File: src/hdl/rfm_pkg.sv
// ----------------------------------------------------------------------------
// rfm_pkg - radio failsafe monitor types and constants
// Shared word, state and configuration types, register indices and event codes.
// ----------------------------------------------------------------------------
package rfm_pkg;

    localparam int unsigned NUM_CFG_REGS = 5;
    localparam int unsigned CFG_IDX_W    = 3;
    localparam int unsigned CFG_DATA_W   = 16;

    localparam logic [CFG_IDX_W-1:0] CFG_FS_ENABLE   = 3'd0;
    localparam logic [CFG_IDX_W-1:0] CFG_LOW_PWM     = 3'd1;
    localparam logic [CFG_IDX_W-1:0] CFG_RADIO_TO    = 3'd2;
    localparam logic [CFG_IDX_W-1:0] CFG_OVERRIDE_TO = 3'd3;
    localparam logic [CFG_IDX_W-1:0] CFG_ZERO_DB     = 3'd4;

    localparam logic        RST_FS_ENABLE   = 1'b1;
    localparam logic [11:0] RST_LOW_PWM     = 12'd975;
    localparam logic [15:0] RST_RADIO_TO    = 16'd500;
    localparam logic [15:0] RST_OVERRIDE_TO = 16'd2000;
    localparam logic [15:0] RST_ZERO_DB     = 16'd400;

    localparam logic [1:0]  LOW_COUNT_MAX   = 2'd3;

    typedef enum logic [1:0] {
        EV_NONE     = 2'd0,
        EV_LOW_THR  = 2'd1,
        EV_TIMEOUT  = 2'd2,
        EV_CLEARED  = 2'd3
    } rfm_event_t;

    typedef struct packed {
        logic        fs_enable;
        logic [11:0] low_pwm;
        logic [15:0] radio_to;
        logic [15:0] override_to;
        logic [15:0] zero_db;
    } rfm_cfg_t;

    typedef struct packed {
        logic [31:0]        now_ms;
        logic               frame_present;
        logic [11:0]        thr_pulse;
        logic signed [15:0] throttle_ctrl;
        logic               overrides_active;
        logic               motors_armed;
    } rfm_item_t;

    typedef struct packed {
        logic        failsafe;
        logic [1:0]  low_count;
        logic        receiver;
        logic [31:0] last_frame_ms;
        logic [31:0] last_nonzero_ms;
        logic        zero;
    } rfm_state_t;

    typedef struct packed {
        logic       radio_failsafe;
        logic       thr_idle;
        logic       receiver_seen;
        rfm_event_t failsafe_event;
    } rfm_result_t;

endpackage

File: src/hdl/rfm_if.sv
// ----------------------------------------------------------------------------
// rfm_in_if / rfm_out_if - poll and result channels
// Valid/ready channels carrying one radio poll word and one result word.
// ----------------------------------------------------------------------------
interface rfm_in_if;
    logic               valid;
    logic               ready;
    logic [31:0]        now_ms;
    logic               frame_present;
    logic [11:0]        thr_pulse;
    logic signed [15:0] throttle_ctrl;
    logic               overrides_active;
    logic               motors_armed;

    modport source (
        output valid, now_ms, frame_present, thr_pulse, throttle_ctrl,
               overrides_active, motors_armed,
        input  ready
    );
    modport sink (
        input  valid, now_ms, frame_present, thr_pulse, throttle_ctrl,
               overrides_active, motors_armed,
        output ready
    );
endinterface

interface rfm_out_if;
    logic       valid;
    logic       ready;
    logic       radio_failsafe;
    logic       thr_idle;
    logic       receiver_seen;
    logic [1:0] failsafe_event;

    modport source (
        output valid, radio_failsafe, thr_idle, receiver_seen, failsafe_event,
        input  ready
    );
    modport sink (
        input  valid, radio_failsafe, thr_idle, receiver_seen, failsafe_event,
        output ready
    );
endinterface

File: src/hdl/rc_radio_failsafe_monitor.sv
// An accepted word waits in the input register; its result word is registered in the result register.
// Throughput: one poll word per cycle while results are taken; with a result
// word waiting, the input register holds one more word and then stalls.
// Reset (rst_n low, asynchronous): both channels empty, monitor state cleared,
// throttle-zero flag set, configuration back to its reset values.
// ----------------------------------------------------------------------------
// rc_radio_failsafe_monitor - radio failsafe monitor top level
// Input register, failsafe decision logic, result register and config bank.
// ----------------------------------------------------------------------------
module rc_radio_failsafe_monitor (
    input  logic                             clk,
    input  logic                             rst_n,
    rfm_in_if.sink                           in_ch,
    rfm_out_if.source                        out_ch,
    input  logic                             cfg_we,
    input  logic [rfm_pkg::CFG_IDX_W-1:0]    cfg_index,
    input  logic [rfm_pkg::CFG_DATA_W-1:0]   cfg_wdata
);
    import rfm_pkg::*;

    rfm_cfg_t    cfg_reg;
    rfm_state_t  state_reg;
    rfm_state_t  state_next;
    rfm_item_t   in_word_reg;
    logic        in_vld_reg;
    rfm_result_t out_word_reg;
    rfm_result_t result;
    logic        out_vld_reg;
    logic        accept;
    logic        move;

    assign move         = in_vld_reg && (!out_vld_reg || out_ch.ready);
    assign in_ch.ready  = !in_vld_reg || move;
    assign accept       = in_ch.valid && in_ch.ready;

    rfm_core u_core (
        .cfg        (cfg_reg),
        .state      (state_reg),
        .item       (in_word_reg),
        .state_next (state_next),
        .result     (result)
    );

    // config bank
    always_ff @(posedge clk or negedge rst_n)
    begin
        if (!rst_n)
        begin
            cfg_reg.fs_enable   <= RST_FS_ENABLE;
            cfg_reg.low_pwm     <= RST_LOW_PWM;
            cfg_reg.radio_to    <= RST_RADIO_TO;
            cfg_reg.override_to <= RST_OVERRIDE_TO;
            cfg_reg.zero_db     <= RST_ZERO_DB;
        end
        else if (cfg_we)
        begin
            unique case (cfg_index)
                CFG_FS_ENABLE:   cfg_reg.fs_enable   <= cfg_wdata[0];
                CFG_LOW_PWM:     cfg_reg.low_pwm     <= cfg_wdata[11:0];
                CFG_RADIO_TO:    cfg_reg.radio_to    <= cfg_wdata;
                CFG_OVERRIDE_TO: cfg_reg.override_to <= cfg_wdata;
                CFG_ZERO_DB:     cfg_reg.zero_db     <= cfg_wdata;
                default:         ;
            endcase
        end
    end

    // control and monitor state
    always_ff @(posedge clk or negedge rst_n)
    begin
        if (!rst_n)
        begin
            in_vld_reg                <= 1'b0;
            out_vld_reg               <= 1'b0;
            state_reg.failsafe        <= 1'b0;
            state_reg.low_count       <= 2'd0;
            state_reg.receiver        <= 1'b0;
            state_reg.last_frame_ms   <= 32'd0;
            state_reg.last_nonzero_ms <= 32'd0;
            state_reg.zero            <= 1'b1;
        end
        else
        begin
            if (accept)
                in_vld_reg <= 1'b1;
            else if (move)
                in_vld_reg <= 1'b0;

            if (move)
                out_vld_reg <= 1'b1;
            else if (out_ch.ready)
                out_vld_reg <= 1'b0;

            if (move)
                state_reg <= state_next;
        end
    end

    // payload
    always_ff @(posedge clk)
    begin
        if (accept)
        begin
            in_word_reg.now_ms           <= in_ch.now_ms;
            in_word_reg.frame_present    <= in_ch.frame_present;
            in_word_reg.thr_pulse        <= in_ch.thr_pulse;
            in_word_reg.throttle_ctrl    <= in_ch.throttle_ctrl;
            in_word_reg.overrides_active <= in_ch.overrides_active;
            in_word_reg.motors_armed     <= in_ch.motors_armed;
        end
        if (move)
            out_word_reg <= result;
    end

    assign out_ch.valid          = out_vld_reg;
    assign out_ch.radio_failsafe = out_word_reg.radio_failsafe;
    assign out_ch.thr_idle       = out_word_reg.thr_idle;
    assign out_ch.receiver_seen  = out_word_reg.receiver_seen;
    assign out_ch.failsafe_event = out_word_reg.failsafe_event;

    // state only changes when a word moves to the result register
    a_state_hold: assert property (@(posedge clk) disable iff (!rst_n)
        !move |=> $stable(state_reg))
        else $error("monitor state changed without a word moving");

    a_enter_sets_fs: assert property (@(posedge clk) disable iff (!rst_n)
        out_vld_reg && (out_word_reg.failsafe_event == EV_LOW_THR ||
                        out_word_reg.failsafe_event == EV_TIMEOUT)
        |-> out_word_reg.radio_failsafe)
        else $error("failsafe entry reported without failsafe active");

    a_clear_drops_fs: assert property (@(posedge clk) disable iff (!rst_n)
        out_vld_reg && out_word_reg.failsafe_event == EV_CLEARED
        |-> !out_word_reg.radio_failsafe && state_reg.low_count == 2'd0)
        else $error("failsafe clear reported with failsafe still active");

    a_no_rx_zero: assert property (@(posedge clk) disable iff (!rst_n)
        out_vld_reg && !out_word_reg.receiver_seen
        |-> out_word_reg.thr_idle && out_word_reg.failsafe_event != EV_CLEARED)
        else $error("frame-driven result seen before any frame");

    a_stall_full: assert property (@(posedge clk) disable iff (!rst_n)
        !in_ch.ready |-> in_vld_reg && out_vld_reg && !out_ch.ready)
        else $error("input stalled with room in the pipeline");

endmodule

File: src/hdl/rfm_core.sv
// ----------------------------------------------------------------------------
// rfm_core - failsafe decision logic
// Next state and result word for one poll, from current state and config.
// ----------------------------------------------------------------------------
module rfm_core (
    input  rfm_pkg::rfm_cfg_t    cfg,
    input  rfm_pkg::rfm_state_t  state,
    input  rfm_pkg::rfm_item_t   item,
    output rfm_pkg::rfm_state_t  state_next,
    output rfm_pkg::rfm_result_t result
);
    import rfm_pkg::*;

    logic        rx_or_armed;
    logic        thr_positive;
    logic [31:0] since_nonzero;
    logic [31:0] since_frame;
    logic [15:0] limit;
    logic [1:0]  cnt_up;
    logic [1:0]  cnt_down;
    rfm_event_t  event_code;

    assign rx_or_armed   = state.receiver || item.motors_armed;
    assign thr_positive  = (item.throttle_ctrl != 16'sd0) && !item.throttle_ctrl[15];
    assign since_nonzero = item.now_ms - state.last_nonzero_ms;
    assign since_frame   = item.now_ms - state.last_frame_ms;
    assign limit         = item.overrides_active ? cfg.override_to : cfg.radio_to;
    assign cnt_up        = (state.low_count < LOW_COUNT_MAX) ? state.low_count + 2'd1
                                                             : state.low_count;
    assign cnt_down      = (state.low_count != 2'd0) ? state.low_count - 2'd1 : 2'd0;

    always_comb
    begin
        state_next = state;
        event_code = EV_NONE;
        if (item.frame_present)
        begin
            if (cfg.fs_enable)
            begin
                if (item.thr_pulse < cfg.low_pwm)
                begin
                    if (!state.failsafe && rx_or_armed)
                    begin
                        state_next.low_count = cnt_up;
                        if (cnt_up == LOW_COUNT_MAX)
                        begin
                            state_next.failsafe = 1'b1;
                            event_code          = EV_LOW_THR;
                        end
                    end
                end
                else
                begin
                    state_next.low_count = cnt_down;
                    if (cnt_down == 2'd0 && state.failsafe)
                    begin
                        state_next.failsafe = 1'b0;
                        event_code          = EV_CLEARED;
                    end
                end
            end
            if (thr_positive)
            begin
                state_next.last_nonzero_ms = item.now_ms;
                state_next.zero            = 1'b0;
            end
            else if (since_nonzero > {16'd0, cfg.zero_db})
            begin
                state_next.zero = 1'b1;
            end
            state_next.receiver      = 1'b1;
            state_next.last_frame_ms = item.now_ms;
        end
        else if (!state.failsafe)
        begin
            if (since_frame >= {16'd0, limit} && cfg.fs_enable && rx_or_armed)
            begin
                state_next.failsafe = 1'b1;
                event_code          = EV_TIMEOUT;
            end
        end
    end

    assign result.radio_failsafe = state_next.failsafe;
    assign result.thr_idle       = state_next.zero;
    assign result.receiver_seen  = state_next.receiver;
    assign result.failsafe_event = event_code;

endmodule
File: src/flat_wrapper.sv
// flat-port wrapper written by rule: the top's interface ports become plain ports
module rc_radio_failsafe_monitor_flat import rfm_pkg::*;
  (clk, rst_n, cfg_we, cfg_index, cfg_wdata, in_ch_valid, in_ch_now_ms, in_ch_frame_present, in_ch_thr_pulse, in_ch_throttle_ctrl, in_ch_overrides_active, in_ch_motors_armed, in_ch_ready, out_ch_valid, out_ch_radio_failsafe, out_ch_thr_idle, out_ch_receiver_seen, out_ch_failsafe_event, out_ch_ready);
  rfm_in_if in_ch_i ();
  rfm_out_if out_ch_i ();
  input  logic clk;
  input  logic rst_n;
  input  logic cfg_we;
  input  logic [rfm_pkg::CFG_IDX_W-1:0] cfg_index;
  input  logic [rfm_pkg::CFG_DATA_W-1:0] cfg_wdata;
  input wire logic [$bits(in_ch_i.valid)-1:0] in_ch_valid;
  input wire logic [$bits(in_ch_i.now_ms)-1:0] in_ch_now_ms;
  input wire logic [$bits(in_ch_i.frame_present)-1:0] in_ch_frame_present;
  input wire logic [$bits(in_ch_i.thr_pulse)-1:0] in_ch_thr_pulse;
  input wire logic [$bits(in_ch_i.throttle_ctrl)-1:0] in_ch_throttle_ctrl;
  input wire logic [$bits(in_ch_i.overrides_active)-1:0] in_ch_overrides_active;
  input wire logic [$bits(in_ch_i.motors_armed)-1:0] in_ch_motors_armed;
  output wire logic [$bits(in_ch_i.ready)-1:0] in_ch_ready;
  output wire logic [$bits(out_ch_i.valid)-1:0] out_ch_valid;
  output wire logic [$bits(out_ch_i.radio_failsafe)-1:0] out_ch_radio_failsafe;
  output wire logic [$bits(out_ch_i.thr_idle)-1:0] out_ch_thr_idle;
  output wire logic [$bits(out_ch_i.receiver_seen)-1:0] out_ch_receiver_seen;
  output wire logic [$bits(out_ch_i.failsafe_event)-1:0] out_ch_failsafe_event;
  input wire logic [$bits(out_ch_i.ready)-1:0] out_ch_ready;
  assign in_ch_i.valid = in_ch_valid;
  assign in_ch_i.now_ms = in_ch_now_ms;
  assign in_ch_i.frame_present = in_ch_frame_present;
  assign in_ch_i.thr_pulse = in_ch_thr_pulse;
  assign in_ch_i.throttle_ctrl = in_ch_throttle_ctrl;
  assign in_ch_i.overrides_active = in_ch_overrides_active;
  assign in_ch_i.motors_armed = in_ch_motors_armed;
  assign in_ch_ready = in_ch_i.ready;
  assign out_ch_valid = out_ch_i.valid;
  assign out_ch_radio_failsafe = out_ch_i.radio_failsafe;
  assign out_ch_thr_idle = out_ch_i.thr_idle;
  assign out_ch_receiver_seen = out_ch_i.receiver_seen;
  assign out_ch_failsafe_event = out_ch_i.failsafe_event;
  assign out_ch_i.ready = out_ch_ready;
  rc_radio_failsafe_monitor u_core (.clk(clk), .rst_n(rst_n), .in_ch(in_ch_i), .out_ch(out_ch_i), .cfg_we(cfg_we), .cfg_index(cfg_index), .cfg_wdata(cfg_wdata));
endmodule
File: config.mk
export PLATFORM = sky130hd
export DESIGN_NAME = rc_radio_failsafe_monitor_flat
export DESIGN_NICKNAME = d
export VERILOG_FILES = /design/src/hdl/rfm_pkg.sv /design/src/hdl/rfm_if.sv /design/src/hdl/rc_radio_failsafe_monitor.sv /design/src/hdl/rfm_core.sv /design/src/flat_wrapper.sv
export SDC_FILE = /design/constraint.sdc
export NUM_CORES = 1
export LEC_CHECK = 0
export CAP_MARGIN = 20
export CORE_UTILIZATION = 55
export DETAILED_ROUTE_END_ITERATION = 8
export DONT_BUFFER_PORTS = 1
export HOLD_SLACK_MARGIN = 0.08
export PLACE_DENSITY_LB_ADDON = 0.15
export SETUP_SLACK_MARGIN = 0.4
export SYNTH_ARGS = -nofsm -noshare
export SYNTH_HDL_FRONTEND = slang
export SYNTH_SLANG_ARGS = --single-unit
File: constraint.sdc
create_clock -name clk -period 8.9 [get_ports clk]
set_clock_uncertainty 0.05 [all_clocks]
set_input_delay 0.89 -clock clk [delete_from_list [all_inputs] [get_ports clk]]
set_output_delay 0.89 -clock clk [all_outputs]
set_load 0.02 [all_outputs]
==> results.md <==
- Status: completed
- Area Growth Syn to Fin: 7.705%
- Worst-path maximum fanout: 4
- Crit-path max cell delay: 0.41 ns
- Die Y: 151.5 µm
- Post-synthesis area per instance: 9.985 µm²
- Synth Register Bits: 200
- Via count: 9,204
- DRC violations left: 0
- Drt total wl: 29,750 µm
- Post-CTS setup buffer count: 0
- Crit path cell chain: inv_1 -> ha_1 -> inv_1 -> fa_1 -> a21oi_1 -> o22ai_1 -> nor2_1 -> o21ai_0 -> a21o_1 -> a21oi_1 -> xnor2_1 -> ha_1 -> nand4_1 -> or3_1 -> nor2_1 -> a21oi_1 -> a2111oi_0 -> nand4_1 -> nor4_2 -> a21oi_1
- Total CTS buffers: 17
- Type of origin of the critical path: flop
- Most used cell along the critical path: a21oi_1
- Slew @ Worst Pin: ~0.92 ns
- H-Tree Depth: 4
- Clock slew at reported path FFs: 0.10 ns
- CP Depth: 20
- Worst path slowest cell: fa_1
- Setup TNS: 0 ns
- FILL cells: 1,858
- Pwr dens: 259.8 mW/mm²
- Max cap viols: 0
- Post-synth EDFFs: 68
- Register area share after synthesis: 43.74%
- Worst-Skew Late Latency: 0.46 ns
- Via density: between 6 and 7
- Pleak: around 5.6 nW
- First-pass GRT wire length: 47,840 µm
- Initial Util: 56.15%
- Storage cell area: 0.005376 mm²
- Multi-input gate area: 0.006374 mm²
- Number of global-route vias before repair: 8,791
- Initial antenna violation count: 1
- CTS max path bufs: 2
- Die area: 0.02295 mm²
- Die W: 151.5 µm
- All-layer global routing usage: between 20% and 30%
- Worst EP arrival: 4.93 ns
- Cell variety after synth: 74
- Largest net degree at the start of global routing: 64
- Final period utilization: a little over half
- Worst path required time: approximately 9.0 ns
- GPL Wtd Cong: 0.9331
- Worst hold path class: in -> async
- Final setup vio count: 0
- Core area: 0.02189 mm²
- Final hold violation count: 0
- Post-Syn Area: 0.01229 mm²
- Fmax: 208.9 MHz
- Delay-heaviest family, CP: compound AO/OA/AOI/OAI gates
- I/O Buffers: 0
- DRC marker count from the first detailed-route iteration: 704
- Sink Count: 200
- Synth Net Count: roughly 1,400
- Cells on worst reg2reg path: 20
- Top_reg_cell synth: dfrtp_1
- Post-CTS sizing: 0
- Share of cells above drive strength 1: around an eighth
- Most common cell after layout, fill and taps aside: nand2_1
- Row count: 54
- Ys async rst share: 66.00%
- Final #Nets: about 1,400
- Buf/Inv on CP: 2
- Tmin final: 4.787 ns
- Grt ovf: 0
- Max IR drop VDD: 0.0001478 V
- Cells after synthesis: 1,231
- Crit path kind: reg -> reg
- Crit end category: flop
- Syn. warnings: 0
- Io pins: 94
- CTS tree: yes
- Hold WS: 0.2265 ns
- Max FFs per register: roughly 70
- Post-detail-place hpwl: roughly 22,000 µm
- WL per Instance: 19.65 µm
- Unrepaired setup endpoints after global routing: no
- TritonRoute pass-1 iters: 6
- Routed Antenna Nets: 0
- Clk root buf: clkbuf_16
- Commonest non-fill, non-tap cells in the layout: nand2_1, o21ai_0, dfrtp_1, ha_1, inv_1
- Slew Limit Headroom: ~39%
- Slew Viols, Final: 0
power breakdown:
part | internal [mW] | switching, mW
clock | 0.398 | 0.435
sequential | 1.13 | 0.0854
combinational | 0.580 | 0.812
logic make-up after synthesis:
group	Yosys count	synth area share, %
flip-flops	200	43.74
buffers and inverters	142	4.469
multiplexers	90	8.021
AO/OA/AOI/OAI	342	17.59
AND/OR/NAND/NOR	306	12.03
adder cells (fa/ha/maj)	107	11.01
XOR/XNOR	44	3.135
stage by stage:
stage                     std cells  utilization [%]  power (mW)  instance area (µm²)  setup WS [ns]
after global placement         1477            57.21       2.565                12520          4.299
after global routing           1513            60.47       3.669                13240          3.636
final                          1514            60.48       3.440                13240          4.113
after CTS                      1513            60.47       3.442                13240          4.127
after floorplan                1231                -       2.259                12290          4.807
after detailed placement       1477            57.21       2.585                12520          4.228
worst register-to-register path: cells and delay by family, from the launching register on:
kind,cells,cell delay (ns)
flip-flops,1,0.37
AND/OR/NAND/NOR,6,1.33
AO/OA/AOI/OAI,8,1.64
adder cells (fa/ha/maj),3,0.89
buffers and inverters,2,0.18
XOR/XNOR,1,0.09
final timing paths:
kind	start	endpoint	slack, ns
max in group asynchronous	rst_n	u_core.state_reg[34]	7.69
setup / recovery	u_core.in_word_reg[31]	u_core.out_ch.thr_idle	4.11
setup reg to reg	u_core.in_word_reg[31]	u_core.out_ch.thr_idle	4.11
min in group clk	u_core.state_reg[66]	u_core.state_reg[66]	0.43
hold / removal	rst_n	u_core.cfg_reg[26]	0.23
hold reg to reg	u_core.state_reg[66]	u_core.state_reg[66]	0.43
layer usage:
metal  GRT usage [%]  up-vias  share of wire (%)
met5               0        -                  0
met2           43.15      269                 45
met1           39.96     4471                 48
met4           5.842        0               0.86
li1                -     4444                  -
met3           5.120       20                6.2
repair_timing:
item	4_1_cts	5_1_grt
endpoints found under the hold margin	63	0
hold buffers	4	0
setup endpoints to repair	0	0
final cells by class:
class                           instances  area share, %
Sequential cell                       200          40.61
Clock inverter                         15          1.654
Inverter                              103          2.920
Timing Repair Buffer                    9         0.7939
Clock buffer                           17          3.213
Antenna cell                            1        0.01890
Tap cell                              280          2.646
Multi-Input combinational cell        889          48.14
synthesized netlist by cell type, drive strengths merged (7+ instances only):
library cell / number / area share (%)
nand4: 25 / 1.3
dfrtp: 107 / 22
o21a: 16 / 1.0
o2111ai: 7 / 0.50
nand3: 13 / 0.53
nor2: 58 / 1.8
a21o: 36 / 2.2
nand2: 121 / 3.7
xor2: 18 / 1.3
nor2b: 8 / 0.41
inv: 103 / 3.1
edfxtp: 68 / 17
a21oi: 86 / 3.7
o211ai: 17 / 1.0
ha: 105 / 11
nor3: 14 / 0.61
mux2: 68 / 6.2
clkbuf: 35 / 1.1
and3: 8 / 0.41
dfstp: 25 / 5.3
a211oi: 17 / 1.1
xnor2: 26 / 1.9
o21ai: 111 / 4.5
or3: 12 / 0.66
nand2b: 16 / 0.81
mux2i: 22 / 1.8
Note: power is estimated with default switching activity, not from simulation.
